--- src/design/rdq_ram.sv ---
module rdq_ram #(
  parameter int unsigned Width = 8,
  parameter int unsigned Depth = 16
) (
  input  logic                     clk_i,
  input  logic                     we_i,
  input  logic                     re_i,
  input  logic [$clog2(Depth)-1:0] addr_i,
  input  logic [Width-1:0]         wdata_i,
  output logic [Width-1:0]         rdata_o
);

  logic [Width-1:0] mem_q [Depth];
  logic [Width-1:0] rdata_q;

  always_ff @(posedge clk_i) begin
    if (we_i) begin
      mem_q[addr_i] <= wdata_i;
    end
    if (re_i) begin
      rdata_q <= mem_q[addr_i];
    end
  end

  assign rdata_o = rdata_q;

endmodule

--- config.mk ---
export PLATFORM = sky130hd
export DESIGN_NAME = rdq_ram
export DESIGN_NICKNAME = d
export VERILOG_FILES = /design/src/design/rdq_ram.sv
export SDC_FILE = /design/constraint.sdc
export NUM_CORES = 1
export LEC_CHECK = 0
export BUFFER_PORTS_ARGS = -buffer_cell sky130_fd_sc_hd__buf_2
export CORE_UTILIZATION = 52
export CTS_BUF_LIST = sky130_fd_sc_hd__clkbuf_16
export DETAILED_ROUTE_END_ITERATION = 8
export HOLD_SLACK_MARGIN = 0.1
export PLACE_DENSITY_LB_ADDON = 0.08
export SLEW_MARGIN = 15
export SYNTH_ARGS = -nofsm -noshare
export SYNTH_HDL_FRONTEND = slang
export SYNTH_SLANG_ARGS = --single-unit
--- constraint.sdc ---
create_clock -name clk_i -period 1.8 [get_ports clk_i]
set_clock_uncertainty 0.1 [all_clocks]
set_input_delay 0.18 -clock clk_i [delete_from_list [all_inputs] [get_ports clk_i]]
set_output_delay 0.18 -clock clk_i [all_outputs]
set_load 0.1 [all_outputs]
# --- Word level (Yosys, flattened, before mapping) ---
# Memory sizes are Yosys's and may differ from the RTL's. A register that Yosys moved wholly into a read port is not among the register bits.
# Index checks and enable logic that the tools add are counted.
word_totals:
  register_bits: 0
  ramBits: 128
  in_bits: 15
  output_inout_bits: 8
  word_cells: 3
  memories: 1
classes:
  mux: 2
mem_list:
  columns: ["name", "depth", "width", "read_ports", "rd_ports_with_merged_regs", "write_ports", "line", "rtl"]
  rows:
  - ["mem_q", 16, 8, 1, 1, 1, "13", "logic [Width-1:0] mem_q [Depth];"]
op_table:
  columns: ["cell", "count"]
  rows:
  - ["two-way mux 1 bit", 2]

# --- Longest topological paths before layout ---
depth:
  word_depth: 2
  ltp_mapped: 5

# --- Least setup slack after synthesis ---
# No wires, ideal clock.
synth_path:
  kind: "input to register"
  start: "input port addr_i[2]"
  end: "memory mem_q[0][0] (enable)"
  arrival_ns: 1.290
  required_ns: 1.317
  setup_slack_ns: 0.027
  cell_stages: 2
  path_cell_list: "or3b_2 nor3_1"
synth_rtl:
  columns: ["item", "line", "rtl"]
  rows:
  - ["from (decl)", "8", "input logic [$clog2(Depth)-1:0] addr_i,"]
  - ["to (decl)", "13", null]
# No word-level cell before the write port.

==> flow_summary.json <==
{
  "min_to": "mem_q[2][5]$_DFFE_PP_",
  "core_area_sq_mm": 0.00942,
  "post-place-cells": 405,
  "holdPathStages": 4,
  "instances_no_fill": 445,
  "setup_viol": 0,
  "start_util_pct": 54.7,
  "start_kind": "flop",
  "layout_common_cells": "edfxtp_1, mux4_2, buf_4, buf_2, clkbuf_16",
  "power_density_mw_per_mm2": 1230,
  "nets": 319,
  "power_frac_seq_pct": 45.6,
  "htreeDepth": 4,
  "hpwl_um": 6450,
  "synth_cell_types": 17,
  "drt_iter0_markers": 173,
  "min_from": "addr_i[2]",
  "vias": 2472,
  "syn_area_per_cell_sq_um": 22.4,
  "multi_input_area_sq_mm": 0.00100,
  "switching_share_pct": 19.7,
  "register_area_sq_mm": 0.00408,
  "r2r_cells": 3,
  "pre_cts_ws_ns": -0.0938,
  "drv_cap": 0,
  "grt_max_degree": 31,
  "worstPathMaxFanout": 1,
  "clock_sinks": 136,
  "syn_area_sq_mm": 0.00515,
  "status": "completed",
  "dieWidth_um": 101,
  "row_count": 35,
  "die_area_sq_mm": 0.0103,
  "p_leak_uw": 0.00219,
  "critical_path_required_ns": 1.84,
  "synthToLayoutAreaGrowth_pct": 24.5,
  "yosysSeqAreaShare_pct": 79.3,
  "routed_wl_um": 10100,
  "die_h_um": 101,
  "vdd_drop_max_mv": 0.717,
  "n_fill_cell": 616,
  "grt_pass1_vias": 2670,
  "final_common_cell": "edfxtp_1",
  "routed_via_density": 5.56,
  "tritoncts": "yes",
  "drcViolationCount": 0,
  "period_needed_ns": 1.64,
  "hold_viol_final": 0,
  "yosysWarnings": 0,
  "cts_max_path_buffers": 2,
  "numPortBuffers": 22,
  "io_pins": 23,
  "p_int_uw": 6320,
  "clk_latency_ns": 0.41,
  "wl_per_cell_um": 22.6,
  "antenna_left": 0,
  "tightest_slew_ns": 0.505,
  "timing.rr.end": "rdata_o[3]$_DFFE_PP_",
  "overflow": 0,
  "rsz0062_at_grt": "false",
  "track_usage_pct": 22.2,
  "max_slew_margin_pct": 66.6,
  "fmax_mhz": 609,
  "path_clk_slew_ns": 0.06,
  "critPathArrivalTime_ns": 1.68,
  "finalCritPeriodShare_pct": 91.2,
  "grt_pass1_wl_um": 15300,
  "netlist_instances": 230,
  "r2r-start": "mem_q[11][3]$_DFFE_PP_",
  "antenna_found_initial": 0,
  "ys_seq_elements": 136,
  "critPathKind": "flop to flop",
  "p_sw_uw": 1550,
  "cts_buffers": 17,
  "syn-num-nets": 245,
  "dr.pass1.iters": 4,
  "final_max_slew_viol_count": 0,
  "critPathCaptureType": "flop",
  "cts-root-buf": "clkbuf_16",
  "clock_power_share_pct": 48.3,
  "antenna-diode-count": 0,
  "post-cts-setup-buffers": 0,
  "drive_gt1_share_pct": 37.7,
  "hold_class": "input pin to flop",
  "regToRegSetupSlack_ns": 0.16,
  "gp_congestion": 0.738,
  "pwr-share-comb_pct": 6.1,
  "fin_ws_ns": 0.158
}
-- metal layers --
| layer | wire, um | GRT usage, % | vias up | share of wire (%) |
|---|---|---|---|---|
| met5 | 0 | 0 | - | 0 |
| met4 | 101 | 9.70 | 0 | 1.0 |
| met3 | 643 | 5.59 | 9 | 6.4 |
| met2 | 4940 | 34.5 | 93 | 49 |
| met1 | 4380 | 30.4 | 1250 | 44 |
| li1 | - | - | 1120 | - |
-- power by group through the flow --
stage | clock network [uW] | registers [uW] | logic, uW
final | 3800 | 3590 | 476
after global routing | 3970 | 3600 | 508
after CTS | 3860 | 3590 | 483
after detailed placement | 0 | 3650 | 465
after global placement | 0 | 3650 | 460
after floorplan | 0 | 3760 | 183
-- layout make-up --
cell class | count | area share, %
sequential | 136 | 63.8
clock inverter | 14 | 3.61
tap | 129 | 2.52
timing repair buffer | 66 | 7.81
multi-input combinational | 83 | 15.7
clock buffer | 17 | 6.64
-- synthesized netlist by cell type --
master	count	area, sq um
buf_6	2	22.5
mux4_2	32	721
and2_1	1	6.26
nand2_1	9	33.8
a22oi_1	16	120
nand3b_1	2	15.0
nand3_1	1	5.00
nor2b_1	2	12.5
clkbuf_2	1	5.00
buf_1	4	15.0
nand2b_1	2	12.5
clkbuf_1	2	7.51
or3b_2	1	8.76
nor3_1	4	20.0
nor2_1	13	48.8
buf_2	2	10.0
edfxtp_1	136	4080
-- critical path, stage by stage (launching register included) --
cell and delay [ns]:
edfxtp_1 0.36, mux4_2 0.49, a22oi_1 0.34, nand2_1 0.09
-- what timing repair did --
item	4_1_cts	5_1_grt
hold buffers	9	0
setup endpoints to repair	0	0
gates resized for setup	0	0
hold endpoints to repair	136	0
-- stage by stage --
stage / TNS, ns / total power, uW / utilization (%) / cell area, sq um / hold WS, ns
global route: 0 / 8070 / 68.0 / 6410 / 0.289
finish: 0 / 7870 / 68.0 / 6410 / 0.298
floorplan: 0 / 3940 / - / 5150 / 0.179
global placement: -0.228 / 4110 / 60.1 / 5660 / 0.477
CTS: 0 / 7940 / 68.0 / 6410 / 0.271
detailed placement: -0.273 / 4120 / 60.1 / 5660 / 0.482
-- cells by family (layout without fill, tap and decap cells) --
kind of cell           after synthesis  count (layout)  share of synthesized area [%]
muxes                               32              32                           14.0
and+or+nand+nor                     35              35                           3.16
DFF                                136             136                           79.3
AOI/OAI and AO/OA                   16              16                           2.33
buffers and inverters               11              97                           1.17
-- worst max path at each step --
stage / from / endpoint / slack [ns] / cells after the start
floorplan: addr_i[2] / mem_q[0][0]$_DFFE_PP_ / 0.03 / 2
global placement: addr_i[0] / rdata_o[3]$_DFFE_PP_ / -0.10 / 5
detailed placement: addr_i[0] / rdata_o[3]$_DFFE_PP_ / -0.09 / 5
CTS: mem_q[11][3]$_DFFE_PP_ / rdata_o[3]$_DFFE_PP_ / 0.17 / 3
global route: mem_q[11][3]$_DFFE_PP_ / rdata_o[3]$_DFFE_PP_ / 0.14 / 3
finish: mem_q[11][3]$_DFFE_PP_ / rdata_o[3]$_DFFE_PP_ / 0.16 / 3
-- flip-flops by register name, indices dropped and copies added, names as in the netlist --
name     count
rdata_o      8
mem_q      128
No activity file was read; power rests on OpenSTA's default activity.
